## src/rtl/nbg_pkg.sv

```systemverilog
package nbg_pkg;

  localparam int MAX_PARTICLES_DEF = 64;
  localparam int CFG_IDX_W = 2;
  localparam int CFG_DATA_W = 16;
  localparam int SQ_W = 52;
  localparam int DIST_W = 26;
  localparam int AXIS_W = 25;
  localparam int NUM_W = 57;
  localparam int MAG_W = 40;

  localparam logic [CFG_IDX_W-1:0] REG_PARTICLE_COUNT = 2'd0;
  localparam logic [CFG_IDX_W-1:0] REG_MIN_DISTANCE = 2'd1;

  localparam logic [6:0] PARTICLE_COUNT_RST = 7'd64;
  localparam logic [15:0] MIN_DISTANCE_RST = 16'd20;

  localparam logic REQ_LOAD = 1'b0;
  localparam logic REQ_STEP = 1'b1;

  typedef struct packed {
    logic req_type;
    logic [5:0] slot;
    logic [15:0] mass_in;
    logic signed [31:0] pos_x_in;
    logic signed [31:0] pos_y_in;
    logic signed [31:0] vel_x_in;
    logic signed [31:0] vel_y_in;
  } req_t;

  typedef struct packed {
    logic [5:0] slot_out;
    logic signed [31:0] pos_x_out;
    logic signed [31:0] pos_y_out;
    logic signed [31:0] vel_x_out;
    logic signed [31:0] vel_y_out;
    logic saturated;
    logic last;
  } rsp_t;

  typedef struct packed {
    logic sat;
    logic [15:0] mass;
    logic signed [31:0] pos_x;
    logic signed [31:0] pos_y;
    logic signed [31:0] vel_x;
    logic signed [31:0] vel_y;
  } prt_t;

  typedef enum logic [4:0] {
    ST_IDLE, ST_RD_I, ST_RD_J, ST_CAP_J, ST_ABS, ST_SQX, ST_SQY, ST_SUM,
    ST_SQRT_GO, ST_SQRT_WAIT, ST_DSQ, ST_DD, ST_MUL, ST_T_GO, ST_T_WAIT,
    ST_M_GO, ST_M_WAIT, ST_APPLY, ST_WB_I, ST_WB_J, ST_FIN_RD, ST_FIN_CAP,
    ST_FIN_ADD, ST_FIN_OUT
  } st_t;

  // Returns the overflow flag above the saturated 32-bit sum.
  function automatic logic [32:0] sat_add(input logic signed [31:0] a,
                                          input logic signed [41:0] b);
    logic signed [42:0] s;
    s = 43'(a) + 43'(b);
    if (s > 43'sd2147483647) return {1'b1, 32'h7fffffff};
    else if (s < -43'sd2147483648) return {1'b1, 32'h80000000};
    return {1'b0, s[31:0]};
  endfunction

endpackage

```

## src/rtl/nbg_div.sv

```systemverilog
module nbg_div import nbg_pkg::*; #(
  parameter int N_W = NUM_W,
  parameter int D_W = SQ_W
) (
  input  logic           clk,
  input  logic           rst,
  input  logic           start,
  input  logic [N_W-1:0] num,
  input  logic [D_W-1:0] den,
  output logic           done,
  output logic [N_W-1:0] quo
);

  localparam int CNT_W = $clog2(N_W + 1);

  logic [D_W-1:0]   rem;
  logic [D_W-1:0]   dvs;
  logic [CNT_W-1:0] cnt;
  logic             busy;
  logic [D_W:0]     sh;

  assign sh = {rem, quo[N_W-1]};

  always_ff @(posedge clk) begin
    if (rst) begin
      busy <= 1'b0;
      done <= 1'b0;
    end else begin
      done <= 1'b0;
      if (start) begin
        busy <= 1'b1;
        rem <= '0;
        quo <= num;
        dvs <= den;
        cnt <= '0;
      end else if (busy) begin
        if (sh >= {1'b0, dvs}) begin
          rem <= D_W'(sh - {1'b0, dvs});
          quo <= {quo[N_W-2:0], 1'b1};
        end else begin
          rem <= sh[D_W-1:0];
          quo <= {quo[N_W-2:0], 1'b0};
        end
        cnt <= cnt + 1'b1;
        if (cnt == CNT_W'(N_W - 1)) begin
          busy <= 1'b0;
          done <= 1'b1;
        end
      end
    end
  end

endmodule

```

## config.mk

```make
export PLATFORM = sky130hd
export DESIGN_NAME = nbg_div
export DESIGN_NICKNAME = d
export VERILOG_FILES = /design/src/rtl/nbg_pkg.sv /design/src/rtl/nbg_div.sv
export SDC_FILE = /design/constraint.sdc
export NUM_CORES = 1
export LEC_CHECK = 0
export BUFFER_PORTS_ARGS = -buffer_cell sky130_fd_sc_hd__buf_2
export CAP_MARGIN = 20
export CORE_MARGIN = 8
export CORE_UTILIZATION = 52
export DETAILED_ROUTE_END_ITERATION = 10
export PLACE_DENSITY = 0.81
export SYNTH_ARGS = -nofsm -noshare
export SYNTH_HDL_FRONTEND = slang
export SYNTH_SLANG_ARGS = --single-unit
```

## constraint.sdc

```tcl
create_clock -name clk -period 6.19 [get_ports clk]
set_input_delay 0.3095 -clock clk [delete_from_list [all_inputs] [get_ports clk]]
set_output_delay 0.3095 -clock clk [all_outputs]
set_load 0.05 [all_outputs]
```

* Word level (Yosys, flattened, before mapping)
Index checks and enable logic that the tools add are counted.
Cells by class: bitwise gates (word level) 2, reductions and logical operators 4, $lt $le $gt $ge 1, mux-type cells 10, $add $sub $neg 2, equal/unequal tests 1
Operator list (number):
- $mux 57 | 2
- $mux 52 | 2
- $ge 53x52->1 | 1
- $sub 52x52->52 | 1
- $add 6x1->6 const B | 1
- $eq 6x6->1 const B | 1
- $mux 6 | 1
- $mux 1 | 5
- $reduce_and 2->1 | 2
- $reduce_or 3->1 | 1
- $not 1->1 | 2
- $reduce_bool 2->1 | 1
Storage, ports and cells: input bits 112, output and inout bits 58, logic and storage cells 26, register bits 169

* Longest topological paths before layout
word-level depth 4, mapped depth 15, gate-level depth less buffers 13

* Least setup slack after synthesis
OpenSTA, ideal clock, no wires.
path kind input -> register, start in start, end reg busy, slack -0.249 ns, buffers on the path 2, library setup time 0.079 ns, stages on the path 5, arrival time 6.361 ns, required time 6.111 ns, cell sequence clkbuf_1 > clkbuf_1 > nor2_1 > nor2_1 > o41a_1
Between the ends: cells in the longest elaborated chain, start to end 1
Ends and longest elaborated chain:
- from (decl) | RTL line nbg_div.sv:7 | input logic start,
- $mux 1 | RTL line nbg_div.sv:30 | if (start) begin
- to (signal assigned) | RTL line nbg_div.sv:26 | busy <= 1'b0;
- to (signal assigned) | RTL line nbg_div.sv:31 | busy <= 1'b1;
- to (signal assigned) | RTL line nbg_div.sv:46 | busy <= 1'b0;
- to (decl) | RTL line nbg_div.sv:19 | logic busy;
Every way passes these cells. A chain may end at the register's enable or synchronous reset.

* Worst setup path after layout
start reg rem[3], end reg rem[11], data pin
Between the ends: cells in the longest elaborated chain, start to end 3, elaborated cells on any way between the ends 4, classes of those cells add/sub (1); order compare (1); mux (2)
Ends and longest elaborated chain:
- from (decl) | RTL line nbg_div.sv:16 | logic [D_W-1:0] rem;
- from (signal assigned) | RTL line nbg_div.sv:38 | rem <= D_W'(sh - {1'b0, dvs});
- from (signal assigned) | RTL line nbg_div.sv:41 | rem <= sh[D_W-1:0];
- $sub 52x52->52 or $ge 53x52->1 (tied branches) | RTL line nbg_div.sv:38, nbg_div.sv:37
- $mux 52 (*) | RTL line nbg_div.sv:37 | if (sh >= {1'b0, dvs}) begin
- $mux 52 (*) | RTL line nbg_div.sv:36 | end else if (busy) begin
Mark *: on every way between the ends. The rest lies on a longest branch, timed or not. The select of a mux whose other input is x is not followed.

==> reports/metrics.csv <==
stage;metric;value;unit
placement;routabilityCongestion;0.915;
global_route;grt-ovfl-total;0;
placement;port_buffers;169;
timing;slew_headroom;0.489;
synthesis;synth_cell_types;58;
routing;route.detailed.drc;0;
timing;rsz0062_at_grt;false;
timing;timing.hold.ws;0.0457;ns
clock_tree;cts_root_buf;clkbuf_16;
power_and_ir_drop;p_int;0.00234;W
global_route;grt_start_max_net_pins;78;
floorplan;io_pins;170;
synthesis;netlist_instances;885;
synthesis;synth_edf_count;167;
timing;period_minus_slack;3.83;ns
synthesis;synth-xor-area-share;0.0432;
global_route;grt_usage;0.202;
synthesis;yosysTopAreaCellShare;0.505;
clock_tree;hold_buffers;0;
routing;routed_via_density;5.79;
synthesis;synth.largest_area_cell;edfxtp_1;
synthesis;synth_area_leaders;edfxtp_1 (50%), ha_1 (6.8%), mux2_2 (6.4%);
global_route;grt_antenna_before_repair;5;
clock_tree;ctsResizeCount;0;
finish;areaGrowthSynthToFinish;17.0;%
power_and_ir_drop;netSwitchingFraction;0.326;
timing;skew;0.0112;ns
power_and_ir_drop;ir_worst_vdd;244;uV
clock_tree;path_clk_slew;0.08;ns
timing;fmax;261;MHz
floorplan;coreArea;0.0187;sq mm
placement;hpwl;17700;um
synthesis;synth_nets;1052;
timing;worstMarginPinSlew;0.766;ns
clock_tree;cts_sinks;169;
routing;first_pass_iters;6;
routing;drt_wl_total;24000;um
synthesis;synth_most_common_cell;edfxtp_1;
flow_run;cap_violations;0;
synthesis;synthAdderAreaFrac;0.0701;
worst_setup_path;crit_path_max_fanout;41;
placement;placed_cells;1259;
synthesis;synth_top_family_by_area;compound AO/OA/AOI/OAI gates;
floorplan;rows;50;
min_path;hold_depth;1;
floorplan;initial_core_util;0.531;
finish;nets;1211;
floorplan;die_h;154;um
clock_tree;clk_latency;0.43;ns
worst_setup_path;crit_required;6.36;ns
worst_setup_path;crit_path_end_kind;register;
clock_tree;cts_setup_buffers;0;
power_and_ir_drop;p_clk_frac;0.314;
power_and_ir_drop;pwr-share-comb;0.275;
floorplan;dieArea;0.0238;sq mm
routing;antenna_left;0;
routing;wire_per_inst;18.5;um
finish;final_cells;1292;
routing;drtIter0Drc;533;
synthesis;yosys.area_share.simple;0.103;
clock_tree;cts_buffers;17;
min_path;hold_path_class;input pin to register;
finish;final_core_util;0.621;
power_and_ir_drop;p_total;0.00347;W
worst_setup_path;path_class;register to register;
power_and_ir_drop;power.leakage;4.87;nW
finish;drive_above_1_share;0.258;
synthesis;ys_warn_count;0;
synthesis;seq_area_frac_synth;0.509;
synthesis;syn_avg_cell_area;11.2;sq um
worst_setup_path;reg2reg_depth;12;
global_route;grt_pass1_vias;7745;
synthesis;async_flop_share;0;
global_route;grt_pass1_wl;38800;um
timing;setup_tns;0;ns
timing;finalCritPeriodShare;0.619;
synthesis;syn_area;0.00993;sq mm
worst_setup_path;arrival;4.00;ns
routing;via_count;7476;
power_and_ir_drop;power.switching;0.00113;W
synthesis;synthFlopType;edfxtp_1;
timing;setup_violations;0;
synthesis;synth_compound_gate_area_share;0.125;
clock_tree;cts_tree;yes;
synthesis;synthTopCellsByCount;edfxtp_1 (167), nor2_1 (81), inv_1 (68);
worst_setup_path;cp-start-kind;register;
clock_tree;h-tree-depth;4;
run_status;outcome;finished, final reports clean;
clock_tree;cts_buffer_depth;2;
floorplan;die_w;154;um
synthesis;synth.area.mux_share;0.108;
synthesis;ys_ff_latch;169;
timing;drv_slew;0;
timing;hold_violations;0;
power_and_ir_drop;powerDensity;299;mW/mm^2
power_and_ir_drop;power.share.sequential;0.412;
power groups by stage:
stage          Combinational [W]  Clock [W]  Sequential [W]
2_1_floorplan           0.000643          0         0.00153
3_3_place_gp            0.000918          0         0.00145
3_5_place_dp            0.000942          0         0.00145
4_1_cts                 0.000948    0.00111         0.00143
5_1_grt                  0.00104    0.00116         0.00144
6_report                0.000953    0.00109         0.00143
logic make-up after synthesis:
family / count (synthesis)
mux: 100
xor+xnor: 49
fa+ha+maj: 55
simple gates: 217
buf+inv: 104
compound gates: 191
flops: 169
metrics by stage:
step                      worst slack [ns]  cell area (sq um)
after floorplan                       1.78               9930
after global placement                2.52              11000
after detailed placement              2.40              11000
after CTS                             2.37              11600
after global routing                  2.15              11600
final                                 2.36              11600
worst max-delay path, cell delays in order (launching register included):
cell      delay [ns]
edfxtp_1        0.39
ha_1            0.40
a21o_1          0.20
a31oi_1         0.17
a21oi_1         0.13
o31a_1          0.35
a211oi_2        0.28
nor4_1          0.12
or3_4           0.41
a31oi_4         0.21
buf_4           0.54
mux2i_1         0.27
nor2_1          0.06
sequential cells by signal (all words and copies together) (netlist names):
register	cells
rem	52
done	1
busy	1
cnt	6
quo	57
dvs	52
layout make-up:
type,instances,area [sq um]
diodes,1,2.50
clock buffers,18,429
clock inverters,14,171
fillers,1437,7090
inverters,68,255
multi-input cells,612,4480
flip-flops and latches,169,5050
well taps,234,293
repair buffers,176,933
placed cells by master (no fill, tap or decap), drive strengths merged, types with 24 or more instances in the layout:
cell / instances
mux2i: 44
buf: 176
a21o: 24
xnor2: 28
edfxtp: 167
ha: 54
o21ai: 34
inv: 77
a21oi: 64
nand2: 50
nor2: 81
mux2: 56
per-layer routing:
layer	global-route usage	wire, um	part of all wire	up-vias
met1	0.235	9940	0.41	3536
met2	0.332	11300	0.47	279
met5	0	80	0.0033	-
li1	-	-	-	3608
met4	0.0700	457	0.019	10
met3	0.0855	2200	0.092	43
final timing paths:
kind | start | end | slack [ns]
max | rem[3]$_SDFFCE_PP0P_ | rem[11]$_SDFFCE_PP0P_ | 2.36
min | den[9] | dvs[9]$_DFFE_PP_ | 0.05
max reg2reg | rem[3]$_SDFFCE_PP0P_ | rem[11]$_SDFFCE_PP0P_ | 2.36
min reg2reg | busy$_SDFF_PP0_ | done$_SDFF_PP0_ | 0.45
Power figures use the tool's default switching activity.
