===== config.mk =====
export PLATFORM = sky130hd
export DESIGN_NAME = nbg_ram
export DESIGN_NICKNAME = d
export VERILOG_FILES = /design/src/rtl/nbg_pkg.sv /design/src/rtl/nbg_ram.sv
export SDC_FILE = /design/constraint.sdc
export NUM_CORES = 1
export LEC_CHECK = 0
export BUFFER_PORTS_ARGS = -buffer_cell sky130_fd_sc_hd__buf_2
export CAP_MARGIN = 20
export CORE_UTILIZATION = 55
export CTS_BUF_LIST = sky130_fd_sc_hd__clkbuf_4 sky130_fd_sc_hd__clkbuf_8
export CTS_CLUSTER_DIAMETER = 200
export DETAILED_ROUTE_END_ITERATION = 12
export GPL_TIMING_DRIVEN = 0
export PLACE_DENSITY = 0.71
export SLEW_MARGIN = 20
export SYNTH_ARGS = -nofsm -noshare
export SYNTH_HDL_FRONTEND = slang
export SYNTH_SLANG_ARGS = --single-unit

===== constraint.sdc =====
create_clock -name clk -period 2.8 [get_ports clk]
set_input_delay 0.14 -clock clk [delete_from_list [all_inputs] [get_ports clk]]
set_output_delay 0.14 -clock clk [all_outputs]
set_load 0.02 [all_outputs]

===== src/rtl/nbg_pkg.sv =====
package nbg_pkg;

  localparam int MAX_PARTICLES_DEF = 64;
  localparam int CFG_IDX_W = 2;
  localparam int CFG_DATA_W = 16;
  localparam int SQ_W = 52;
  localparam int DIST_W = 26;
  localparam int AXIS_W = 25;
  localparam int NUM_W = 57;
  localparam int MAG_W = 40;

  localparam logic [CFG_IDX_W-1:0] REG_PARTICLE_COUNT = 2'd0;
  localparam logic [CFG_IDX_W-1:0] REG_MIN_DISTANCE = 2'd1;

  localparam logic [6:0] PARTICLE_COUNT_RST = 7'd64;
  localparam logic [15:0] MIN_DISTANCE_RST = 16'd20;

  localparam logic REQ_LOAD = 1'b0;
  localparam logic REQ_STEP = 1'b1;

  typedef struct packed {
    logic req_type;
    logic [5:0] slot;
    logic [15:0] mass_in;
    logic signed [31:0] pos_x_in;
    logic signed [31:0] pos_y_in;
    logic signed [31:0] vel_x_in;
    logic signed [31:0] vel_y_in;
  } req_t;

  typedef struct packed {
    logic [5:0] slot_out;
    logic signed [31:0] pos_x_out;
    logic signed [31:0] pos_y_out;
    logic signed [31:0] vel_x_out;
    logic signed [31:0] vel_y_out;
    logic saturated;
    logic last;
  } rsp_t;

  typedef struct packed {
    logic sat;
    logic [15:0] mass;
    logic signed [31:0] pos_x;
    logic signed [31:0] pos_y;
    logic signed [31:0] vel_x;
    logic signed [31:0] vel_y;
  } prt_t;

  typedef enum logic [4:0] {
    ST_IDLE, ST_RD_I, ST_RD_J, ST_CAP_J, ST_ABS, ST_SQX, ST_SQY, ST_SUM,
    ST_SQRT_GO, ST_SQRT_WAIT, ST_DSQ, ST_DD, ST_MUL, ST_T_GO, ST_T_WAIT,
    ST_M_GO, ST_M_WAIT, ST_APPLY, ST_WB_I, ST_WB_J, ST_FIN_RD, ST_FIN_CAP,
    ST_FIN_ADD, ST_FIN_OUT
  } st_t;

  // Returns the overflow flag above the saturated 32-bit sum.
  function automatic logic [32:0] sat_add(input logic signed [31:0] a,
                                          input logic signed [41:0] b);
    logic signed [42:0] s;
    s = 43'(a) + 43'(b);
    if (s > 43'sd2147483647) return {1'b1, 32'h7fffffff};
    else if (s < -43'sd2147483648) return {1'b1, 32'h80000000};
    return {1'b0, s[31:0]};
  endfunction

endpackage


===== src/rtl/nbg_ram.sv =====
module nbg_ram import nbg_pkg::*; #(
  parameter int WIDTH = 8,
  parameter int DEPTH = 64
) (
  input  logic                     clk,
  input  logic                     we,
  input  logic [$clog2(DEPTH)-1:0] waddr,
  input  logic [WIDTH-1:0]         wdata,
  input  logic [$clog2(DEPTH)-1:0] raddr,
  output logic [WIDTH-1:0]         rdata
);

  logic [WIDTH-1:0] mem [DEPTH];

  always_ff @(posedge clk) begin
    if (we) begin
      mem[waddr] <= wdata;
    end
    rdata <= mem[raddr];
  end

endmodule


Word-level counts from Yosys, hierarchy flattened
Memories as Yosys holds them, arrays and structs flattened. A register that Yosys moved wholly into a read port is not among the register bits.
Cells that the tools add are included.
{"block": "word_totals", "register_bits": 0, "ram_bits": 512, "in_bits": 22, "out_inout_bits": 8, "word_cells": 3, "memories": 1}
{"block": "op_classes", "n_mux": 2}
{"memory": "mem", "words": 64, "width": 8, "rd": 1, "rd_ports_with_merged_regs": 1, "wr": 1, "line": "nbg_ram.sv:13", "source": "logic [WIDTH-1:0] mem [DEPTH];"}
{"op": "1-bit 2-to-1 mux", "n": 2}

Logic depth before layout (Yosys ltp)
Gate-level depths: netlist of the first run.
{"block": "logic_depth", "ltp_word": 2, "ltp_mapped": 9, "mapped_depth_nobuf": 5}

Worst setup path before layout of the first run
OpenSTA, ideal clock, no wires.
{"block": "synth_timing", "path_type": "input to register", "start": "input raddr[1]", "end": "register rdata[3], read port of mem", "t_arrival_ps": 1680, "setup_slack_ps": 992, "stages": 7, "cell_sequence": "buf_4 > buf_2 > buf_2 > mux4_2 > mux4_2 > o21ai_1 > o41ai_1"}
{"item": "start: declaration", "line": "nbg_ram.sv:9", "source": "input logic [$clog2(DEPTH)-1:0] raddr,"}
{"item": "end: declaration", "line": "nbg_ram.sv:10", "source": "output logic [WIDTH-1:0] rdata"}

==> parameters.txt, run 1 <==
Parameter                              Value

Run status
  Run status ... complete, no violations

Die
  Die height ... 193 um
  Area enclosed by the die boundary ... 0.0374 mm^2
  Row count ... 69
  Top Ports ... 30
  Placeable Area ... roughly 0.036 mm^2
  Initial standard-cell utilization of the core ... a little under three fifths
  Die boundary width ... 193 um

Placed design
  Routability cong. ... roughly 0.96
  Post-DP HPWL ... between 20000 and 30000 um
  Worst-case setup slack after placement ... -0.240 ns
  Total instance count after detailed placement ... 1422
  IO buf count ... 21

Flow run
  MaxCap Viol Count ... 0

Synth
  Library cell with the largest summed area after synthesis ... sky130_fd_sc_hd__edfxtp_1
  Flip-flop and latch count after synthesis ... between 500 and 600
  Number of instances in the synthesized netlist ... 940
  Post-synthesis cell type count ... 40
  Number of warning messages in the yosys log ... 0
  Fraction of the mapped netlist area in compound gates ... under 10%
  Synthesized area ... slightly above 0.02 mm^2
  Dominant combinational cell family by area after synthesis ... multiplexers
  Average size of a mapped cell ... approximately 21 um^2
  Number of nets in the synthesized netlist ... around 960
  Portion of netlist area occupied by mux cells ... approximately 16%
  Share of the synthesized netlist area taken by xor and xnor gates ... 0%
  Synth top area cells ... sky130_fd_sc_hd__edfxtp_1 76%, sky130_fd_sc_hd__mux4_2 14%, sky130_fd_sc_hd__nor2_1 1.5%, sky130_fd_sc_hd__mux2i_1 1.1%, sky130_fd_sc_hd__dfxtp_1 0.79%
  Fraction of the mapped netlist area in adder cells ... 0%
  Simple-gate area share of the yosys netlist ... between 3 and 4%
  Share of the synthesized area in the top cell type ... approximately three quarters
  Fraction of the yosys area taken by sequential cells ... around 77%

Timing
  Clock skew after layout ... roughly 0.026 ns
  Final setup slack of the worst path ... roughly 0.23 ns
  Final hold viol count ... 0
  Post-layout minimum cycle time ... between 2 and 3 ns
  Peak Freq ... ~0.39 GHz
  Slew @ Worst Pin ... about 1.1 ns
  Max-slew violations ... 0
  RSZ-0062 raised after global routing ... false
  Setup violations, final ... 0
  Hold Slack ... 0.0742 ns
  Normalized max-slew margin ... between 20 and 30%
  Ratio of final minimum period to clock period ... a little over 90%

Global routing
  First-pass GRT wire length ... between 60000 and 70000 um
  Maximum number of pins on one net before global-route repair ... 65
  Sum of overflow across all layers after global routing ... 0
  Antenna violations before repair ... 1
  Via count of the first global-routing pass ... ~10k
  All-Layer GR Usage ... between 20 and 30%

Final layout
  Number of nets at the end of the flow ... ~1.1k
  Commonest cells after routing, fill and taps aside ... 512 x sky130_fd_sc_hd__edfxtp_1, 126 x sky130_fd_sc_hd__mux4_2, 83 x sky130_fd_sc_hd__nor2_1
  Number of non-filler instances in the completed layout ... about 1.6k
  Layout area overhead ... 11.0%
  Filler cell count ... ~2.4k
  Proportion of layout cells with a drive suffix above 1 ... between 20% and 30%
  Commonest non-fill, non-tap cell in the layout ... sky130_fd_sc_hd__edfxtp_1
  Antenna fix cells ... 0

Power and ir drop
  Pwr/cell area ... between 600 and 700 mW/mm^2
  Leakage ... ~7.0 nW
  Highest ir drop seen on vdd ... 0.000380 V

CTS
  Number of CTS-inserted buffers ... 80
  H-tree levels ... 3
  Worst skew pair latency ... roughly 0.63 ns
  CTS resizes ... 0
  Clock Pin Slew Worst Setup and Hold Paths ... 0.06 ns
  Master cell of the clock root buffer ... sky130_fd_sc_hd__clkbuf_8
  Post-CTS Repair Setup Buffers ... 0
  Buffer levels on the longest clock path ... 3
  CTS tree ... done
  Clock sink count ... between 500 and 600

Setup path
  Critical Path End ... rdata[6]
  Critical path launch point ... raddr[1]
  FF-to-FF path depth ... 5
  Worst R2R Setup Slack ... just under 0.6 ns
  Capture point of the worst reg-to-reg path ... rdata[6]
  Slowest cell delay on critical path ... ~0.86 ns
  Critical Path Sink Type ... flip-flop
  Slowest stage cell, crit path ... sky130_fd_sc_hd__buf_1
  Worst Path Class, Setup ... in -> reg
  Worst endpoint required time ... roughly 3.3 ns
  Signal arrival time at the worst endpoint ... roughly 3 ns
  Critical Path, Cell by Cell ... buf_4, buf_2, buf_1, nand2_1, o221ai_1, nor2_1, nor3_1, o32ai_1
  Highest fanout seen on the critical path ... 10
  Worst flop-to-flop path startpoint ... mem[16][6]
  Critical Path Start Type ... primary input

Min path
  Worst min-delay path startpoint ... wdata[7]
  Class of the tightest hold or removal check ... in -> reg

Drt
  Number of iterations in the first detailed-routing pass ... 5
  Number of DRC violations after detailed routing ... 0
  Via/cell ratio ... about 6.4
  Antenna violation net count after detailed routing ... 0
  Count of routing violations after the opening detailed-route iteration ... 1073
  Routed length per placed instance ... between 20 and 30 um
  Total wirelength of the detailed-routed design ... approximately 46000 um
  Total vias in the final route ... between 9k and 10k
==> cell families (layout without fill, tap and decap cells) <==
logic type | count (synthesis) | after routing
flops | 520 | 520
compound gates | 54 | 54
buf+inv | 51 | 206
simple gates | 153 | 153
mux | 162 | 162
==> how the worst min path moves through the flow <==
stage | end | slack [ns] | depth (start not counted)
after global routing | mem[51][7] | 0.08 | 1
after floorplan | mem[0][0] | 0.24 | 0
final | mem[54][7] | 0.07 | 1
after CTS | mem[48][2] | 0.08 | 1
after detailed placement | rdata[3] | 0.56 | 1
after global placement | rdata[2] | 0.56 | 1
==> repair_timing <==
| action | in CTS | in global routing |
|---|---|---|
| hold buffers | 1 | 0 |
| endpoints found under the hold margin | 2 | 0 |
| endpoints found under the setup margin | 0 | 0 |
==> state kept, by name (all words and copies together) (netlist names) <==
register and flops:
rdata 8, mem 512
==> power by group <==
| part | total, W | internal, W | switching (W) |
|---|---|---|---|
| Sequential | 0.00863 | 0.00862 | 0.0000140 |
| Combinational | 0.000863 | 0.000307 | 0.000556 |
| Clock | 0.00602 | 0.00321 | 0.00280 |
| Total | 0.0155 | 0.0121 | 0.00337 |
==> routing by layer <==
layer	up-vias	GRT usage (%)	routed length (um)
li1	4139	-	-
met1	5164	37.0	18900
met2	562	37.1	21100
met3	80	6.50	4700
met4	0	11.3	1480
met5	-	0	0
==> cell usage after synthesis <==
| library cell | number |
|---|---|
| sky130_fd_sc_hd__o2bb2ai_1 | 3 |
| sky130_fd_sc_hd__a21oi_1 | 3 |
| sky130_fd_sc_hd__buf_12 | 2 |
| sky130_fd_sc_hd__nand3_1 | 13 |
| sky130_fd_sc_hd__a2111oi_0 | 2 |
| sky130_fd_sc_hd__buf_6 | 4 |
| sky130_fd_sc_hd__nand2b_1 | 7 |
| sky130_fd_sc_hd__mux2i_1 | 23 |
| sky130_fd_sc_hd__and2_1 | 1 |
| sky130_fd_sc_hd__nor4_1 | 2 |
| sky130_fd_sc_hd__o221ai_1 | 8 |
| sky130_fd_sc_hd__mux2_2 | 13 |
| sky130_fd_sc_hd__o21ai_1 | 2 |
| sky130_fd_sc_hd__a221oi_1 | 6 |
| sky130_fd_sc_hd__a211oi_1 | 4 |
| sky130_fd_sc_hd__or3_1 | 1 |
| sky130_fd_sc_hd__nand4b_1 | 1 |
| sky130_fd_sc_hd__o21a_1 | 2 |
| sky130_fd_sc_hd__clkbuf_1 | 17 |
| sky130_fd_sc_hd__nor2b_1 | 14 |
| sky130_fd_sc_hd__buf_1 | 4 |
| sky130_fd_sc_hd__dfxtp_1 | 8 |
| sky130_fd_sc_hd__o22ai_1 | 8 |
| sky130_fd_sc_hd__buf_4 | 13 |
| sky130_fd_sc_hd__nor2_1 | 83 |
| sky130_fd_sc_hd__o2111ai_1 | 3 |
| sky130_fd_sc_hd__a31oi_1 | 1 |
| sky130_fd_sc_hd__o21ai_0 | 2 |
| sky130_fd_sc_hd__mux4_2 | 126 |
| sky130_fd_sc_hd__o32ai_1 | 2 |
| sky130_fd_sc_hd__o41ai_1 | 2 |
| sky130_fd_sc_hd__nand2_1 | 19 |
| sky130_fd_sc_hd__buf_2 | 11 |
| sky130_fd_sc_hd__nor3_1 | 7 |
| sky130_fd_sc_hd__o311ai_1 | 1 |
| sky130_fd_sc_hd__edfxtp_1 | 512 |
| sky130_fd_sc_hd__nand4_1 | 2 |
| sky130_fd_sc_hd__a22oi_1 | 3 |
| sky130_fd_sc_hd__o221a_2 | 2 |
| sky130_fd_sc_hd__nand3b_1 | 3 |
==> metrics by stage <==
| stage | total power [W] | cell area (um^2) | util, % | TNS, ns |
|---|---|---|---|---|
| 2_1_floorplan | 0.00927 | 20200 | - | 0 |
| 3_3_place_gp | 0.00963 | 20800 | 58.2 | -0.398 |
| 3_5_place_dp | 0.00965 | 20900 | 58.2 | -0.469 |
| 4_1_cts | 0.0156 | 22400 | 62.4 | 0 |
| 5_1_grt | 0.0159 | 22400 | 62.5 | 0 |
| 6_report | 0.0155 | 22400 | 62.5 | 0 |
==> cell type report <==
cell class	instances	area [um^2]	area share, %
plain buffers	51	317	1.41
clock buffers	108	1310	5.86
multi-input cells	369	4330	19.3
clock inverters	25	181	0.811
repair buffers	22	135	0.604
flip-flops and latches	520	15500	69.4
well taps	461	577	2.58
==> critical path, delay by kind of cell <==
kind,cells,cell delay [ns]
buffers and inverters,3,1.43
AO/OA/AOI/OAI,2,0.53
AND/OR/NAND/NOR,3,0.90
No activity file was read; power rests on OpenSTA's default activity.
==> inputs of run 2 (changes only) <==
--- a/config.mk
+++ b/config.mk
@@ -5,6 +5,8 @@
 export SDC_FILE = /design/constraint.sdc
 export NUM_CORES = 1
 export LEC_CHECK = 0
+export ABC_AREA = 1
+export ABC_CLOCK_PERIOD_IN_PS = 2800
 export BUFFER_PORTS_ARGS = -buffer_cell sky130_fd_sc_hd__buf_2
 export CAP_MARGIN = 20
 export CORE_UTILIZATION = 55
==> parameters.txt, run 2 <==
Parameter                              Value

Final layout
  Number of nets at the end of the flow ... 1942 (was 1066)
  Combined area of the multi-input logic cells ... 0.00500 mm^2 (was 0.00433 mm^2)
  Number of non-filler instances in the completed layout ... 2496 (was 1556)
  Filler cell count ... 2938 (was 2412)
  Largest register by flop count ... mem (unchanged)
  Register Area ... 0.0155 mm^2 (unchanged)
  Proportion of layout cells with a drive suffix above 1 ... 13.2% (was 28.7%)
  Commonest cells after routing, fill and taps aside ... 648 x sky130_fd_sc_hd__nand2_1, 512 x sky130_fd_sc_hd__edfxtp_1, 439 x sky130_fd_sc_hd__nand3_1 (was 512 x sky130_fd_sc_hd__edfxtp_1, 126 x sky130_fd_sc_hd__mux4_2, 83 x sky130_fd_sc_hd__nor2_1)
  Layout area overhead ... 11.9% (was 11.0%)
  Number of flip-flops in the largest register ... 512 (unchanged)
  Top Registers ... mem (512), rdata (8) (unchanged)
  Commonest non-fill, non-tap cell in the layout ... sky130_fd_sc_hd__nand2_1 (was sky130_fd_sc_hd__edfxtp_1)

Timing
  Slew @ Worst Pin ... 1.10 ns (about the same)
  Post-layout minimum cycle time ... 2.09 ns (was 2.57 ns)
  RSZ-0062 raised after global routing ... false (unchanged)
  Final hold viol count ... 0 (unchanged)
  Final setup slack of the worst path ... 0.707 ns (was 0.229 ns)
  Setup violations, final ... 0 (unchanged)
  Summed negative setup slack over all endpoints ... 0 ns (unchanged)
  Hold Slack ... 0.0735 ns (was 0.0742 ns)
  Peak Freq ... 0.478 GHz (was 0.389 GHz)
  Clock skew after layout ... 0.0342 ns (was 0.0265 ns)
  Max-slew violations ... 0 (unchanged)
  Normalized max-slew margin ... 26.4% (was 26.9%)
  Ratio of final minimum period to clock period ... 74.8% (was 91.8%)

Synth
  Library cell with the largest summed area after synthesis ... sky130_fd_sc_hd__edfxtp_1 (unchanged)
  Share of the synthesized area in the top cell type ... 72.0% (was 76.2%)
  Most common flop cell mapped by yosys ... sky130_fd_sc_hd__edfxtp_1 (unchanged)
  Share of the synthesized netlist area taken by xor and xnor gates ... 0% (unchanged)
  Portion of netlist area occupied by mux cells ... 0% (was 15.9%)
  Dominant combinational cell family by area after synthesis ... simple AND/OR/NAND/NOR gates (was multiplexers)
  Fraction of the yosys area taken by sequential cells ... 72.8% (was 77.0%)
  Number of flops mapped to enable cells by yosys ... 512 (unchanged)
  Post-synthesis cell type count ... 16 (was 40)
  Simple-gate area share of the yosys netlist ... 23.2% (was 3.39%)
  Synth top area cells ... sky130_fd_sc_hd__edfxtp_1 72%, sky130_fd_sc_hd__nand2_1 11%, sky130_fd_sc_hd__nand3_1 10%, sky130_fd_sc_hd__buf_6 1.8%, sky130_fd_sc_hd__nor2_1 0.99% (was sky130_fd_sc_hd__edfxtp_1 76%, sky130_fd_sc_hd__mux4_2 14%, sky130_fd_sc_hd__nor2_1 1.5%, sky130_fd_sc_hd__mux2i_1 1.1%, sky130_fd_sc_hd__dfxtp_1 0.79%)
  Synthesized area ... 0.0213 mm^2 (was 0.0202 mm^2)
  Fraction of the mapped netlist area in adder cells ... 0% (unchanged)
  Number of instances in the synthesized netlist ... 1805 (was 940)
  Fraction of the mapped netlist area in compound gates ... 0% (was 2.07%)
  Most common cell in the netlist ... sky130_fd_sc_hd__nand2_1 (was sky130_fd_sc_hd__edfxtp_1)
  Average size of a mapped cell ... 11.8 um^2 (was 21.5 um^2)
  Flip-flop and latch count after synthesis ... 520 (unchanged)
  Number of nets in the synthesized netlist ... 1827 (was 962)
  Top cells by instance count after synthesis ... 648 x sky130_fd_sc_hd__nand2_1, 512 x sky130_fd_sc_hd__edfxtp_1, 439 x sky130_fd_sc_hd__nand3_1 (was 512 x sky130_fd_sc_hd__edfxtp_1, 126 x sky130_fd_sc_hd__mux4_2, 83 x sky130_fd_sc_hd__nor2_1)
  Number of warning messages in the yosys log ... 0 (unchanged)
  FFs w/ async S/R, synth ... 0% (unchanged)

Drt
  Antenna violation net count after detailed routing ... 0 (unchanged)
  Total vias in the final route ... 14.8k (was 9945)
  Count of routing violations after the opening detailed-route iteration ... 1859 (was 1073)
  Number of iterations in the first detailed-routing pass ... 8 (was 5)
  Number of DRC violations after detailed routing ... 0 (unchanged)
  Routed length per placed instance ... 23.9 um (was 29.6 um)
  Via/cell ratio ... 5.94 (was 6.39)
  Total wirelength of the detailed-routed design ... 59600 um (was 46100 um)

Setup path
  Cell type group with the largest total delay on the critical path ... simple AND/OR/NAND/NOR gates (was buffers and inverters)
  Slowest cell delay on critical path ... 1.07 ns (was 0.86 ns)
  Critical Path Sink Type ... flip-flop (unchanged)
  Worst R2R Setup Slack ... 1.33 ns (was 0.59 ns)
  Critical Path Start Type ... primary input (unchanged)
  Signal arrival time at the worst endpoint ... 2.34 ns (was 3.02 ns)
  Slowest stage cell, crit path ... sky130_fd_sc_hd__nor2_1 (was sky130_fd_sc_hd__buf_1)
  Critical path buffer and inverter count ... 2 (was 3)
  Critical Path, Cell by Cell ... clkbuf_1, inv_1, nand4_1, nor2_1 (was buf_4, buf_2, buf_1, nand2_1, o221ai_1, nor2_1, nor3_1, o32ai_1)
  Worst endpoint required time ... 3.05 ns (was 3.25 ns)
  Highest fanout seen on the critical path ... 9 (was 10)
  Worst Path Class, Setup ... in -> reg (unchanged)

Placed design
  Post-DP HPWL ... 38600 um (was 28600 um)
  Total instance count after detailed placement ... 2345 (was 1422)
  IO buf count ... 21 (unchanged)
  Worst-case setup slack after placement ... 0.193 ns (was -0.240 ns)
  Routability cong. ... 1.01 (was 0.958)

CTS
  H-tree levels ... 3 (unchanged)
  CTS tree ... done (unchanged)
  Clock Pin Slew Worst Setup and Hold Paths ... 0.05 ns (was 0.06 ns)
  Clock sink count ... 520 (unchanged)
  Buffer levels on the longest clock path ... 3 (unchanged)
  CTS resizes ... 0 (unchanged)
  Hold-fix buffers at CTS ... 0 (was 1)
  Post-CTS Repair Setup Buffers ... 0 (unchanged)
  Worst skew pair latency ... 0.65 ns (was 0.63 ns)
  Number of CTS-inserted buffers ... 84 (was 80)
  Master cell of the clock root buffer ... sky130_fd_sc_hd__clkbuf_8 (unchanged)

Flow run
  MaxCap Viol Count ... 0 (unchanged)

Power and ir drop
  Leakage ... 8.75 nW (was 7.00 nW)
  Pwr/cell area ... 686 mW/mm^2 (was 693 mW/mm^2)
  Highest ir drop seen on vdd ... 0.000479 V (was 0.000380 V)

Global routing
  First-pass GRT wire length ... 87700 um (was 67300 um)
  All-Layer GR Usage ... 31.3% (was 25.5%)
  Maximum number of pins on one net before global-route repair ... 65 (unchanged)
  Antenna violations before repair ... 1 (unchanged)
  Sum of overflow across all layers after global routing ... 0 (unchanged)
  Via count of the first global-routing pass ... 14.0k (was 10.1k)

Die
  Placeable Area ... 0.0379 mm^2 (was 0.0358 mm^2)
  Initial standard-cell utilization of the core ... 56.3% (about the same)
  Row count ... 71 (was 69)
  Die height ... 199 um (was 193 um)
  Area enclosed by the die boundary ... 0.0396 mm^2 (was 0.0374 mm^2)
  Top Ports ... 30 (unchanged)
  Die boundary width ... 199 um (was 193 um)

Run status
  Run status ... complete, no violations (unchanged)

Min path
  Class of the tightest hold or removal check ... in -> reg (unchanged)
-- run 2: path summary, 6_finish.rpt --
path	cells after the start	end	from
setup / recovery	4	mem[27][5]	waddr[2]
hold reg to reg	8	rdata[7]	mem[28][7]
setup reg to reg	8	rdata[1]	mem[27][1]
hold / removal	4	rdata[3]	raddr[4]
-- run 2: tightest hold or removal path, stage by stage --
cell and delay, ns:
sky130_fd_sc_hd__clkbuf_1 0.17, sky130_fd_sc_hd__nand3_1 0.15, sky130_fd_sc_hd__nand3_1 0.08, sky130_fd_sc_hd__nand2_1 0.11
-- run 2: power by group --
group / switching (W) / internal (W) / leakage (nW)
registers: 0.0000154 / 0.00862 / 4.67
clock network: 0.00294 / 0.00365 / 0.896
logic: 0.000861 / 0.000295 / 3.18
-- run 2: cell families (layout without fill, tap and decap cells) --
kind of cell / after synthesis / in the layout
buffers and inverters: 125 / 304
flip-flops: 520 / 520
other: 0 / 1
AND/OR/NAND/NOR: 1160 / 1160
-- run 2: layout make-up --
type / instances / area share, %
flip-flops and latches: 520 / 65.1
multi-input cells: 1160 / 20.9
clock buffers: 126 / 6.40
plain buffers: 113 / 3.38
well taps: 511 / 2.68
repair buffers: 29 / 0.702
clock inverters: 24 / 0.644
inverters: 12 / 0.210
diodes: 1 / 0.0105
-- run 2: routing by layer --
layer	global-route usage [%]	wire (um)	vias up
li1	-	-	6594
met1	44.5	23300	7051
met2	46.6	26500	1025
met3	7.26	7640	154
met4	13.2	2090	0
met5	0	0	-
-- run 2: through the flow --
stage,power [W],utilization (%),area (um^2)
after floorplan,0.00942,-,21300
after global placement,0.00990,58.2,22100
after detailed placement,0.00992,58.5,22200
after CTS,0.0164,62.9,23900
after global routing,0.0168,62.9,23900
final,0.0164,63.0,23900
