`src/rtl/nbg_pkg.sv`:
```
package nbg_pkg;

  localparam int MAX_PARTICLES_DEF = 64;
  localparam int CFG_IDX_W = 2;
  localparam int CFG_DATA_W = 16;
  localparam int SQ_W = 52;
  localparam int DIST_W = 26;
  localparam int AXIS_W = 25;
  localparam int NUM_W = 57;
  localparam int MAG_W = 40;

  localparam logic [CFG_IDX_W-1:0] REG_PARTICLE_COUNT = 2'd0;
  localparam logic [CFG_IDX_W-1:0] REG_MIN_DISTANCE = 2'd1;

  localparam logic [6:0] PARTICLE_COUNT_RST = 7'd64;
  localparam logic [15:0] MIN_DISTANCE_RST = 16'd20;

  localparam logic REQ_LOAD = 1'b0;
  localparam logic REQ_STEP = 1'b1;

  typedef struct packed {
    logic req_type;
    logic [5:0] slot;
    logic [15:0] mass_in;
    logic signed [31:0] pos_x_in;
    logic signed [31:0] pos_y_in;
    logic signed [31:0] vel_x_in;
    logic signed [31:0] vel_y_in;
  } req_t;

  typedef struct packed {
    logic [5:0] slot_out;
    logic signed [31:0] pos_x_out;
    logic signed [31:0] pos_y_out;
    logic signed [31:0] vel_x_out;
    logic signed [31:0] vel_y_out;
    logic saturated;
    logic last;
  } rsp_t;

  typedef struct packed {
    logic sat;
    logic [15:0] mass;
    logic signed [31:0] pos_x;
    logic signed [31:0] pos_y;
    logic signed [31:0] vel_x;
    logic signed [31:0] vel_y;
  } prt_t;

  typedef enum logic [4:0] {
    ST_IDLE, ST_RD_I, ST_RD_J, ST_CAP_J, ST_ABS, ST_SQX, ST_SQY, ST_SUM,
    ST_SQRT_GO, ST_SQRT_WAIT, ST_DSQ, ST_DD, ST_MUL, ST_T_GO, ST_T_WAIT,
    ST_M_GO, ST_M_WAIT, ST_APPLY, ST_WB_I, ST_WB_J, ST_FIN_RD, ST_FIN_CAP,
    ST_FIN_ADD, ST_FIN_OUT
  } st_t;

  // Returns the overflow flag above the saturated 32-bit sum.
  function automatic logic [32:0] sat_add(input logic signed [31:0] a,
                                          input logic signed [41:0] b);
    logic signed [42:0] s;
    s = 43'(a) + 43'(b);
    if (s > 43'sd2147483647) return {1'b1, 32'h7fffffff};
    else if (s < -43'sd2147483648) return {1'b1, 32'h80000000};
    return {1'b0, s[31:0]};
  endfunction

endpackage

```
`src/rtl/nbg_sqrt.sv`:
```
module nbg_sqrt import nbg_pkg::*; #(
  parameter int IN_W = SQ_W
) (
  input  logic              clk,
  input  logic              rst,
  input  logic              start,
  input  logic [IN_W-1:0]   value,
  output logic              done,
  output logic [IN_W/2-1:0] root
);

  logic [IN_W-1:0] x;
  logic [IN_W-1:0] r;
  logic [IN_W-1:0] b;
  logic            busy;
  logic [IN_W-1:0] trial;

  assign trial = r + b;
  assign root = r[IN_W/2-1:0];

  always_ff @(posedge clk) begin
    if (rst) begin
      busy <= 1'b0;
      done <= 1'b0;
    end else begin
      done <= 1'b0;
      if (start) begin
        busy <= 1'b1;
        x <= value;
        r <= '0;
        b <= {2'b01, {(IN_W-2){1'b0}}};
      end else if (busy) begin
        if (x >= trial) begin
          x <= x - trial;
          r <= (r >> 1) + b;
        end else begin
          r <= r >> 1;
        end
        b <= b >> 2;
        if (b == IN_W'(1)) begin
          busy <= 1'b0;
          done <= 1'b1;
        end
      end
    end
  end

endmodule

```
`config.mk`:
```
export PLATFORM = sky130hd
export DESIGN_NAME = nbg_sqrt
export DESIGN_NICKNAME = d
export VERILOG_FILES = /design/src/rtl/nbg_pkg.sv /design/src/rtl/nbg_sqrt.sv
export SDC_FILE = /design/constraint.sdc
export NUM_CORES = 1
export LEC_CHECK = 0
export ABC_AREA = 0
export BUFFER_PORTS_ARGS = -buffer_cell sky130_fd_sc_hd__buf_2
export CORE_UTILIZATION = 68
export CTS_CLUSTER_SIZE = 24
export DETAILED_ROUTE_END_ITERATION = 10
export MAX_ROUTING_LAYER = met4
export PLACE_DENSITY = 0.95
export SLEW_MARGIN = 30
export SYNTH_ARGS = -nofsm -noshare
export SYNTH_HDL_FRONTEND = slang
export SYNTH_SLANG_ARGS = --single-unit
```
`constraint.sdc`:
```
create_clock -name clk -period 29.7 [get_ports clk]
set_input_delay 2.97 -clock clk [delete_from_list [all_inputs] [get_ports clk]]
set_output_delay 2.97 -clock clk [all_outputs]
set_load 0.1 [all_outputs]
```
; ---- Word level (Yosys, flattened, before mapping)
; Index checks and enable logic that the tools add are counted.
; Widths: inputs -> output; s select.
[classes]
addsub = 3
order_cmp = 1
n_eq_ne = 1
n_mux = 10
bitwise = 2
n_reduce_logical = 5
[ops]
columns = op, n
row1 = $mux 52, 5
row2 = $add 51x51->52, 1
row3 = $add 52x51->52, 1
row4 = $ge 52x52->1, 1
row5 = $sub 52x52->52, 1
row6 = $mux 51, 1
row7 = $eq 26x1->1 const B, 1
row8 = $mux 1, 4
row9 = $reduce_bool 2->1, 2
row10 = $reduce_and 3->1, 1
row11 = $reduce_or 3->1, 1
row12 = $not 1->1, 2
row13 = $reduce_and 2->1, 1
[word_totals]
regBits = 132
out_inout_bits = 27

; ---- Depth between registers and ports, before layout
; Gate-level depths: netlist of the first run.
[logic_depth]
depth_word = 5
depth_mapped = 26

; ---- Worst setup path before layout of the first run
; OpenSTA, ideal clock, no wires.
[synth_path]
kind = input -> register
from = input start
to = register x[0] (enable)
setup_time_ns = 0.541
t_arrival_ns = 10.870
t_required_ns = 29.159
setup_slack_ns = 18.288
path_stages = 5
path_cell_list = clkbuf_1 clkbuf_1 nor2_1 nor2_1 a21boi_0
[synth_via]
elab_chain_len = 2
word_cells_on_any_way = 3
classes_between = 3 x reduce/logical
[synth_lines]
columns = item, line_no
row1 = "start, declared", nbg_sqrt.sv:6  ; input logic start,
row2 = $reduce_bool 2->1 (no source line), -
row3 = $reduce_and 3->1 (no source line) *, -
row4 = "end signal, assigned", nbg_sqrt.sv:29  ; x <= value;
row5 = "end signal, assigned", nbg_sqrt.sv:34  ; x <= x - trial;
row6 = "end, declared", nbg_sqrt.sv:12  ; logic [IN_W-1:0] x;
; Every way passes the cells marked *; elsewhere a longest branch is shown, timed or not.
; A chain may end at the register's enable or synchronous reset.

; ---- Worst setup path after layout of the first run
[layout_path]
from = register r[6]
to = register x[49] (enable)
[layout_via]
elab_chain_len = 4
[layout_lines]
columns = item, line_no
row1 = "start, declared", nbg_sqrt.sv:13  ; logic [IN_W-1:0] r;
row2 = "start signal, assigned", nbg_sqrt.sv:35  ; r <= (r >> 1) + b;
row3 = "start signal, assigned", nbg_sqrt.sv:37  ; r <= r >> 1;
row4 = $add 52x51->52, nbg_sqrt.sv:18  ; assign trial = r + b;
row5 = $ge 52x52->1, nbg_sqrt.sv:33  ; if (x >= trial) begin
row6 = $reduce_bool 2->1 (no source line), -
row7 = $reduce_and 3->1 (no source line), -
; No other way between the ends.

==> results.md, run 1 <==
* Mean Syn Cell Area at 8.95 um^2
* Antenna violations before repair at 0
* Gr usage total at 37.2%
* Clk root buf: clkbuf_16
* First-pass GRT wire length at 52100 um
* CP Depth at 19
* R2R cell count at 19
* Max Cap Viol at 0
* Worst EP required at 29.77 ns
* Largest net degree at the start of global routing at 101
* Crit-path max FO at 52
* Clk buf depth at 2
* Layout cells sized above 1 at 12.6%
* Post-CTS setup buffer count at 0
* Sequential cell area fraction in the yosys report at 32.5%
* Vias per cell at 6.87
* Class of the most critical setup path: register to register
* Residual DRC at 0
* Area leader, netlist: edfxtp_1
* Arrival time worst endpoint at 6.65 ns
* Critical path's top delay family: compound AO/OA/AOI/OAI gates
* Power per Cell Area at 70.0 nW/um^2
* CTS tree: done
* CP max stage cell: o211a_1
* Yosys reg bits at 132
* CTS buffer count at 17
* Initial Util at 69.8%
* Tmin final at 6.58 ns
* Cells after Synth at 1355
* Setup tns final at 0 ns
* Fmax at 0.152 GHz
* Via count at 11100
* Layout Utilization at 74.6%
* Most Frequent Cell on Critical Path: ha_1
* Mapped Nets at 1517
* Largest stage delay on the critical path at 0.73 ns
* Gr ovfl total at 0
* Layout Skew at 0.00828 ns
* Clock transition at path regs at 0.06 ns
* WL final at 32400 um
* Diodes inserted at 0
* Actual transition at the worst max-transition pin at 0.913 ns
* Asr flop ratio synth at 0%
* TritonCTS Sinks at 132
* Worst hold stages at 1
* Routability cong. at 1.01
* Dominant synthesized flop cell: edfxtp_1
* # rows at 48
* RSZ-0062 raised after global routing: no
* Fill cell count at 1223
* P_leak at 0.00497 uW
* Tightest Hold Check Type: register to register
* Cts hold-fix bufs at 0
* Detail Route Antenna Nets at 0
* Die height at 136 um
* Synthesis Warnings at 0
* Worst Path Buf+Inv at 1
* Total power at 906 uW
* Top-area cell type share of the netlist area at 32.2%
* Vias in the first global route at 10800
* Layout area overhead at 6.82%
* Io pins at 82
* Routed wire per std cell at 20.0 um
* Initial DRC Count at 1058
* Die Wd at 136 um
* Core Footprint at 17400 um^2
* Final Net Count at 1542
* Post-synth cell types at 72
* Port bufs at 81
* Detailed placement HPWL at 22900 um
* Max transition margin at 39.2%
* Final Max Tran Viols at 0
* Status: finished, final reports clean
* EDFF count, synth at 130
* Final setup vio count at 0
* VDD IR max at 0.0477 mV
* CP startpoint kind: register
* Synthesized cell area at 12100 um^2
* Worst Setup End Kind: register
* H-tree depth at 4
* Final Hold Viols at 0
* Die footprint at 18400 um^2
* Period utilization at 22.2%
* DR pass1 iterations at 8
* Later-pin clock latency in the skew report at 0.44 ns
* Synth area leaders: edfxtp_1 32%, ha_1 11%, xor2_1 5.9%, o21ai_0 4.6%, nand2_1 4.6%
* CP Cell Sequence: ha_1, nand4_1, or2_2, o2111a_1, o41ai_2, a41oi_1, a21oi_1, a31oi_1, nor2b_1, xnor2_1, ha_1, nand2_1, nor3_1, nand2b_1, nor2_1, o211a_1, nor2_4, a21boi_4, buf_4
* # resized after CTS at 0
==> final cells by class <==
class                   instances  area, um^2  share of cell area (%)
multi-input cells            1128        7690                    59.4
flip-flops and latches        132        3940                    30.5
repair buffers                 87         457                    3.53
clock buffers                  18         429                    3.31
well taps                     225         282                    2.17
clock inverters                13        93.8                   0.725
inverters                      14        52.6                   0.406
==> flip-flops by register name, summed over array words and instances (netlist names) <==
name  count
r        52
x        52
b        26
done      1
busy      1
==> report_power, final <==
| part | switching (uW) | internal, uW |
|---|---|---|
| clock | 84.0 | 112 |
| sequential | 25.1 | 241 |
| combinational | 280 | 164 |
| total | 389 | 517 |
==> metrics by stage <==
| step | hold WS [ns] | area, um^2 | instances | setup WS, ns |
|---|---|---|---|---|
| finish | 0.521 | 12900 | 1617 | 23.12 |
| global route | 0.541 | 12900 | 1617 | 22.75 |
| CTS | 0.523 | 12900 | 1617 | 23.17 |
| detailed placement | 0.514 | 12400 | 1586 | 23.18 |
| global placement | 0.516 | 12400 | 1586 | 23.39 |
| floorplan | 0.463 | 12100 | 1355 | 18.29 |
==> synthesized netlist by cell type (7+ instances only) <==
cell type / count
xor2_1: 81
and2_1: 7
a211oi_1: 8
o211ai_1: 7
nor2b_1: 43
clkbuf_1: 43
a31oi_1: 49
o21bai_1: 29
and4_1: 12
nor4_1: 17
nor3_1: 26
nand2b_1: 11
ha_1: 106
xnor2_1: 54
nand2_1: 148
nand3_1: 12
edfxtp_1: 130
inv_1: 13
a31o_2: 11
o21ai_1: 10
buf_4: 27
o21a_1: 12
a21oi_1: 84
a21o_1: 40
a211oi_2: 21
nor2_1: 105
o21ai_0: 111
nand4_1: 38
==> layout by cell type, fill, tap and decap left out, types with 4 or more instances in the layout <==
cell type | Yosys | final
nand2_1 | 148 | 148
edfxtp_1 | 130 | 130
o21ai_0 | 111 | 111
ha_1 | 106 | 106
nor2_1 | 105 | 104
a21oi_1 | 84 | 84
xor2_1 | 81 | 81
buf_2 | 4 | 80
xnor2_1 | 54 | 54
a31oi_1 | 49 | 49
nor2b_1 | 43 | 43
a21o_1 | 40 | 40
nand4_1 | 38 | 38
o21bai_1 | 29 | 29
nor3_1 | 26 | 26
a211oi_2 | 21 | 21
nor4_1 | 17 | 17
clkbuf_16 | 0 | 17
inv_1 | 13 | 13
nand3_1 | 12 | 12
and4_1 | 12 | 12
o21a_1 | 12 | 12
a31o_2 | 11 | 11
nand2b_1 | 11 | 11
o21ai_1 | 10 | 10
a211oi_1 | 8 | 8
and2_1 | 7 | 7
o211ai_1 | 7 | 7
o31ai_1 | 6 | 6
buf_4 | 27 | 6
and3_1 | 5 | 5
clkinv_1 | 1 | 5
or3_1 | 5 | 5
mux2_2 | 5 | 5
clkinv_2 | 0 | 5
or2_2 | 4 | 4
nor3b_1 | 4 | 4
==> per-layer routing <==
layer,wire (um),track usage [%],vias up
li1,-,-,5133
met1,12300,41.3,5196
met2,15900,62.9,608
met3,2420,6.32,170
met4,1780,22.0,0
met5,0,-,-
==> cells by family (layout without fill, tap and decap cells) <==
group | count (synthesis) | count (layout) | synth area share [%]
mux | 7 | 7 | 0.630
xor+xnor | 135 | 135 | 9.75
compound gates | 428 | 428 | 23.5
buf+inv | 95 | 132 | 4.19
flops | 132 | 132 | 32.5
fa+ha+maj | 107 | 107 | 11.1
simple gates | 451 | 451 | 18.3
==> worst register-to-register path: cells and delay by family (launching register included) <==
kind,cells,cell delay (ns)
fa+ha+maj,2,0.78
simple gates,8,1.67
buf+inv,1,0.57
flops,1,0.53
compound gates,7,2.48
xor+xnor,1,0.10
==> worst paths after layout <==
| check | start | to | slack (ns) |
|---|---|---|---|
| max | r[6] | x[49] | 23.12 |
| min | busy | done | 0.52 |
| max reg2reg | r[6] | x[49] | 23.12 |
| min reg2reg | busy | done | 0.52 |
(Power assumes the default switching activity.)
==> run 2, diff against run 1 <==
--- a/config.mk
+++ b/config.mk
@@ -7,11 +7,11 @@
 export LEC_CHECK = 0
 export ABC_AREA = 0
 export BUFFER_PORTS_ARGS = -buffer_cell sky130_fd_sc_hd__buf_2
-export CORE_UTILIZATION = 68
+export CORE_UTILIZATION = 57
 export CTS_CLUSTER_SIZE = 24
 export DETAILED_ROUTE_END_ITERATION = 10
 export MAX_ROUTING_LAYER = met4
-export PLACE_DENSITY = 0.95
+export PLACE_DENSITY = 0.9
 export SLEW_MARGIN = 30
 export SYNTH_ARGS = -nofsm -noshare
 export SYNTH_HDL_FRONTEND = slang
==> constraint.sdc (replaced) <==
create_clock -name clk -period 5.9 [get_ports clk]
set_input_delay 0.59 -clock clk [delete_from_list [all_inputs] [get_ports clk]]
set_output_delay 0.59 -clock clk [all_outputs]
set_load 0.1 [all_outputs]
==> run 2 against run 1 <==
  * First-iteration DRC count shrank 4.6%
  * Combinational power grew to 5.1 times the previous value
  * Register-to-register slack got worse by 23 ns
  * Critical endpoint is now r[4]
  * Clock skew up 0.0050 ns
  * Fmax grew 16%
==> results.md, run 2 (same netlist as run 1, synthesis figures left out) <==
* Die height at 148 um
* Layout Cells excl Fill at 1671
* Most frequent cells in the layout: 146 x nand2_1, 130 x edfxtp_1, 110 x o21ai_0
* Final setup vio count at 0
* CP Cell Sequence: ha_4, a31oi_1, o21ai_0, a21oi_2, o31ai_2, a31oi_1, o21ai_1, a31oi_1, nor2_1, nor2_1, xor2_1, ha_1, a21oi_1, o21a_1, nor3b_2, a21oi_2, o211a_1, or2_2, buf_12, nor2_1, a211oi_2
* Comb power frac at 49.8%
* VDD IR max at 0.174 mV
* Largest regs: r (52), x (52), b (26)
* Arrival time worst endpoint at 5.82 ns
* Detail Route Antenna Nets at 0
* P_leak at 0.00502 uW
* R2R Setup Slk at 0.22 ns
* CP Depth at 21
* Cells after DPL at 1639
* Residual DRC at 0
* Actual transition at the worst max-transition pin at 0.934 ns
* Final instance area at 13200 um^2
* Largest stage delay on the critical path at 0.55 ns
* Via count at 10800
* Status: finished, final reports clean
* Diodes inserted at 0
* Max Cap Viol at 0
* Critical path's top delay family: compound AO/OA/AOI/OAI gates
* TritonCTS Sinks at 132
* Layout area overhead at 8.64%
* Layout Utilization at 64.1%
* Crit-path max FO at 30
* Layout cells sized above 1 at 13.8%
* Largest net degree at the start of global routing at 100
* Max transition margin at 37.7%
* Die footprint at 21900 um^2
* CP max stage cell: edfxtp_1
* Vias per cell at 6.46
* Worst Setup End Kind: register
* Fmax at 0.176 GHz
* Seq pwr share at 29.3%
* Layout Skew at 0.0132 ns
* Final Hold Viols at 0
* Worst Path Buf+Inv at 1
* Cts hold-fix bufs at 0
* Gr ovfl total at 0
* Routed wire per std cell at 19.2 um
* Initial Util at 59.0%
* Worst EP required at 6.04 ns
* Reg2reg end: r[4]
* Antenna violations before repair at 0
* Clk pwr share at 20.8%
* Vias in the first global route at 10400
* Hold Crit Endpoint: busy
* Final Max Tran Viols at 0
* Core Footprint at 20600 um^2
* Die Wd at 148 um
* Io pins at 82
* Min-delay src: rst
* # rows at 52
* Initial DRC Count at 1009
* Class of the most critical setup path: register to register
* CTS buffer count at 17
* CP startpoint kind: register
* Final Net Count at 1551
* DR pass1 iterations at 7
* Tmin final at 5.68 ns
* Clk root buf: clkbuf_16
* R2R Path Start: r[8]
* Later-pin clock latency in the skew report at 0.43 ns
* Tightest Hold Check Type: input port to register
* Switching portion of total power at 42.7%
* WL final at 32100 um
* Port bufs at 81
* Worst hold stages at 2
* First-pass GRT wire length at 51300 um
* Placed cell area at 12600 um^2
* Total net switching power at 1930 uW
* R2R cell count at 21
* Clock transition at path regs at 0.06 ns
* Internal power at 2590 uW
* Detailed placement HPWL at 23600 um
* Power per Cell Area at 343 nW/um^2
* H-tree depth at 4
* Commonest non-fill, non-tap cell in the layout: nand2_1
* Period utilization at 96.3%
* Clk buf depth at 2
* Gr usage total at 30.5%
* CTS tree: done
* Routability cong. at 0.961
[run 2: cell types whose count changed in the layout (fill, tap and decap cells not counted), moves of 2 or more]
cell      previous run  this run
clkinv_1             5         7
buf_4                6        12
nand2_1            148       146
ha_1               106       103
ha_4                 0         3
buf_12               0         2
clkinv_2             5         1
nor3_1              26        23
nand2_2              0         2
nor3_2               3         6
[run 2: power by group through the flow]
stage          Combinational (uW)  Sequential (uW)  Clock (uW)
2_1_floorplan                1800             1300           0
3_3_place_gp                 2140             1340           0
3_5_place_dp                 2200             1340           0
4_1_cts                      2220             1320         949
5_1_grt                      2460             1340         989
6_report                     2250             1330         943
[run 2: worst max-delay path by stage]
stage / from / to / slack (ns)
final: r[8] / r[4] / 0.22
after CTS: r[2] / x[49] / 0.19
after floorplan: r[8] / x[0] / -2.45
after detailed placement: r[2] / x[49] / 0.25
after global routing: b[2] / r[30] / -0.003
after global placement: b[0] / x[49] / 0.35
[run 2: timing repair]
item,4_1_cts,5_1_grt
buffers inserted,0,1
setup endpoints to repair,0,38
resized for setup,0,2
endpoints found under the hold margin,0,0
[run 2: per-layer routing]
layer,up-vias,global-route usage (%),part of all wire (%)
met2,493,50.6,48
met4,0,14.3,4.6
li1,5138,-,-
met5,-,-,0
met1,5039,36.3,41
met3,128,4.72,6.4
[run 2: per-stage QoR]
step | worst slack (ns) | setup TNS, ns | hold slack [ns] | power [uW]
2_1_floorplan | -2.45 | -127.31 | 0.463 | 3100
3_3_place_gp | 0.347 | 0 | 0.558 | 3480
3_5_place_dp | 0.252 | 0 | 0.559 | 3540
6_report | 0.221 | 0 | 0.383 | 4520
5_1_grt | -0.00315 | -0.00430 | 0.394 | 4790
4_1_cts | 0.186 | 0 | 0.384 | 4490
[run 2: cell type report]
type / count / area, um^2
clock buffers: 19 / 433
clock inverters: 12 / 67.6
repair buffers: 96 / 553
multi-input cells: 1128 / 7780
flip-flops and latches: 132 / 3940
inverters: 14 / 52.6
fillers: 1708 / 7390
well taps: 270 / 338
[run 2: worst register-to-register path, stage by stage, from the launching register on]
cell and delay [ns]:
edfxtp_1 0.55, ha_4 0.33, a31oi_1 0.29, o21ai_0 0.17, a21oi_2 0.27, o31ai_2 0.15, a31oi_1 0.38, o21ai_1 0.18
a31oi_1 0.33, nor2_1 0.07, nor2_1 0.13, xor2_1 0.19, ha_1 0.36, a21oi_1 0.23, o21a_1 0.18, nor3b_2 0.28
a21oi_2 0.15, o211a_1 0.34, or2_2 0.41, buf_12 0.21, nor2_1 0.17, a211oi_2 0.06
==> run 3, diff against run 2 <==
--- a/config.mk
+++ b/config.mk
@@ -12,6 +12,7 @@
 export DETAILED_ROUTE_END_ITERATION = 10
 export MAX_ROUTING_LAYER = met4
 export PLACE_DENSITY = 0.9
+export RECOVER_POWER = 25
 export SLEW_MARGIN = 30
 export SYNTH_ARGS = -nofsm -noshare
 export SYNTH_HDL_FRONTEND = slang
==> run 3 against run 2 <==
  * The flow now finishes with violations (capacitance limit, slew limit)
  * Global-route usage unchanged
  * Power about the same
  * Die area unchanged
  * Clock skew about the same
  * Via count down 0.26%
  * Setup slack better by 0.014 ns
  * Critical path type unchanged
==> results.md, run 3 (same netlist as run 1, synthesis figures left out) <==
* Status: finished with violations
* Failing checks: capacitance limit, slew limit
* Die footprint at 21900 um^2
* Vias in the first global route at 10400
* Gr usage total at 30.5%
* Actual transition at the worst max-transition pin at 4.39 ns
* Vias per cell at 6.45
* Area of the multi-input gates at 7770 um^2
* Layout Skew at 0.0133 ns
* CTS buffer count at 17
* DR pass1 iterations at 8
* TritonCTS Sinks at 132
* Power per Cell Area at 345 nW/um^2
* WL final at 32100 um
* Most frequent cells in the layout: 146 x nand2_1, 130 x edfxtp_1, 110 x o21ai_0
* Crit-path max FO at 30
* Commonest non-fill, non-tap cell in the layout: nand2_1
* Max transition margin at -192%
* Worst Path Buf+Inv at 1
* Critical path's top delay family: compound AO/OA/AOI/OAI gates
* Largest stage delay on the critical path at 0.55 ns
* Arrival time worst endpoint at 5.80 ns
* Die Wd at 148 um
* CP Cell Sequence: ha_4, a31oi_1, o21ai_0, a21oi_2, o31ai_2, a31oi_1, o21ai_1, a31oi_1, nor2_1, nor2_1, xor2_1, ha_1, a21oi_1, o21a_1, nor3b_2, a21oi_2, o211a_1, or2_2, buf_12, nor2_1, a211oi_2
* Cells after DPL at 1639
* Period utilization at 96.0%
* Clock transition at path regs at 0.06 ns
* Routed wire per std cell at 19.2 um
* Via count at 10800
* Initial DRC Count at 973
* Max Cap Viol at 1
* Cts hold-fix bufs at 0
* VDD IR max at 0.175 mV
* Worst EP required at 6.04 ns
* Core Footprint at 20600 um^2
* Final Net Count at 1551
* Largest regs: r (52), x (52), b (26)
* Antenna violations before repair at 0
* Detailed placement HPWL at 23600 um
* Largest net degree at the start of global routing at 100
* # rows at 52
* Class of the most critical setup path: register to register
* Layout area overhead at 8.25%
* CP startpoint kind: register
* First-pass GRT wire length at 51300 um
* Die height at 148 um
* Clk buf depth at 2
* Residual DRC at 0
* Tmin final at 5.67 ns
* Final setup vio count at 0
* Fmax at 0.176 GHz
* Detail Route Antenna Nets at 0
* P_leak at 0.00494 uW
* Layout Utilization at 63.8%
* Worst Setup End Kind: register
* Layout cells sized above 1 at 11.8%
* CTS tree: done
* Io pins at 82
* CP max stage cell: edfxtp_1
* Final Max Tran Viols at 79
* Final Hold Viols at 0
* Later-pin clock latency in the skew report at 0.44 ns
* Routability cong. at 0.961
* Port bufs at 81
* Clk root buf: clkbuf_16
* Fill cell count at 1722
* Seq. cell area at 3940 um^2
* H-tree depth at 4
* Diodes inserted at 0
* Gr ovfl total at 0
* Layout Cells excl Fill at 1671
* Tightest Hold Check Type: input port to register
* Setup tns final at 0 ns
* Initial Util at 59.0%
## run 3: changes by cell type in the layout (fill, tap and decap cells not counted)
cell | before | now
buf_2 | 80 | 54
buf_6 | 2 | 1
clkbuf_1 | 2 | 29
nor2_1 | 104 | 105
nor2_4 | 2 | 1
## run 3: worst paths after layout
| kind | slack, ns | cells after the start | to | from |
|---|---|---|---|---|
| setup / recovery | 0.23 | 21 | r[4] | r[8] |
| hold / removal | 0.35 | 2 | busy | rst |
| setup reg to reg | 0.23 | 21 | r[4] | r[8] |
| hold reg to reg | 0.54 | 2 | busy | busy |
## run 3: area by class of cell
type,count,share of cell area [%]
Clock inverter,12,0.515
Clock buffer,19,3.30
Timing Repair Buffer,96,3.91
Multi-Input combinational cell,1128,59.2
Sequential cell,132,30.1
Inverter,14,0.400
Tap cell,270,2.57
## run 3: per-layer routing
metal	GRT usage, %	vias to the layer above	routed length (um)
met5	-	-	0
met4	14.3	0	1440
met3	4.72	114	2130
met2	50.6	495	15300
met1	36.3	5030	13200
li1	-	5131	-
## run 3: timing repair
action,CTS,global route
setup buffers,0,1
gates resized for setup,0,2
endpoints found under the setup margin,0,38
## run 3: power breakdown
part,internal (uW),total [uW],switching [uW]
logic,851,2250,1400
clock network,524,941,417
registers,1220,1330,117
## run 3: worst reg2reg max path: stages (launching register included)
cell and delay (ns):
edfxtp_1 0.55, ha_4 0.33, a31oi_1 0.28, o21ai_0 0.17
a21oi_2 0.27, o31ai_2 0.14, a31oi_1 0.37, o21ai_1 0.17
a31oi_1 0.32, nor2_1 0.07, nor2_1 0.12, xor2_1 0.19
ha_1 0.36, a21oi_1 0.23, o21a_1 0.18, nor3b_2 0.28
a21oi_2 0.15, o211a_1 0.34, or2_2 0.41, buf_12 0.21
nor2_1 0.17, a211oi_2 0.06
## run 3: per-stage QoR
stage / power [uW] / hold WS [ns] / area [um^2] / worst slack [ns]
2_1_floorplan: 3100 / 0.463 / 12200 / -2.45
3_3_place_gp: 3480 / 0.558 / 12600 / 0.347
3_5_place_dp: 3540 / 0.559 / 12600 / 0.252
4_1_cts: 4490 / 0.384 / 13100 / 0.186
5_1_grt: 4790 / 0.358 / 13100 / -0.00315
6_report: 4520 / 0.346 / 13100 / 0.234
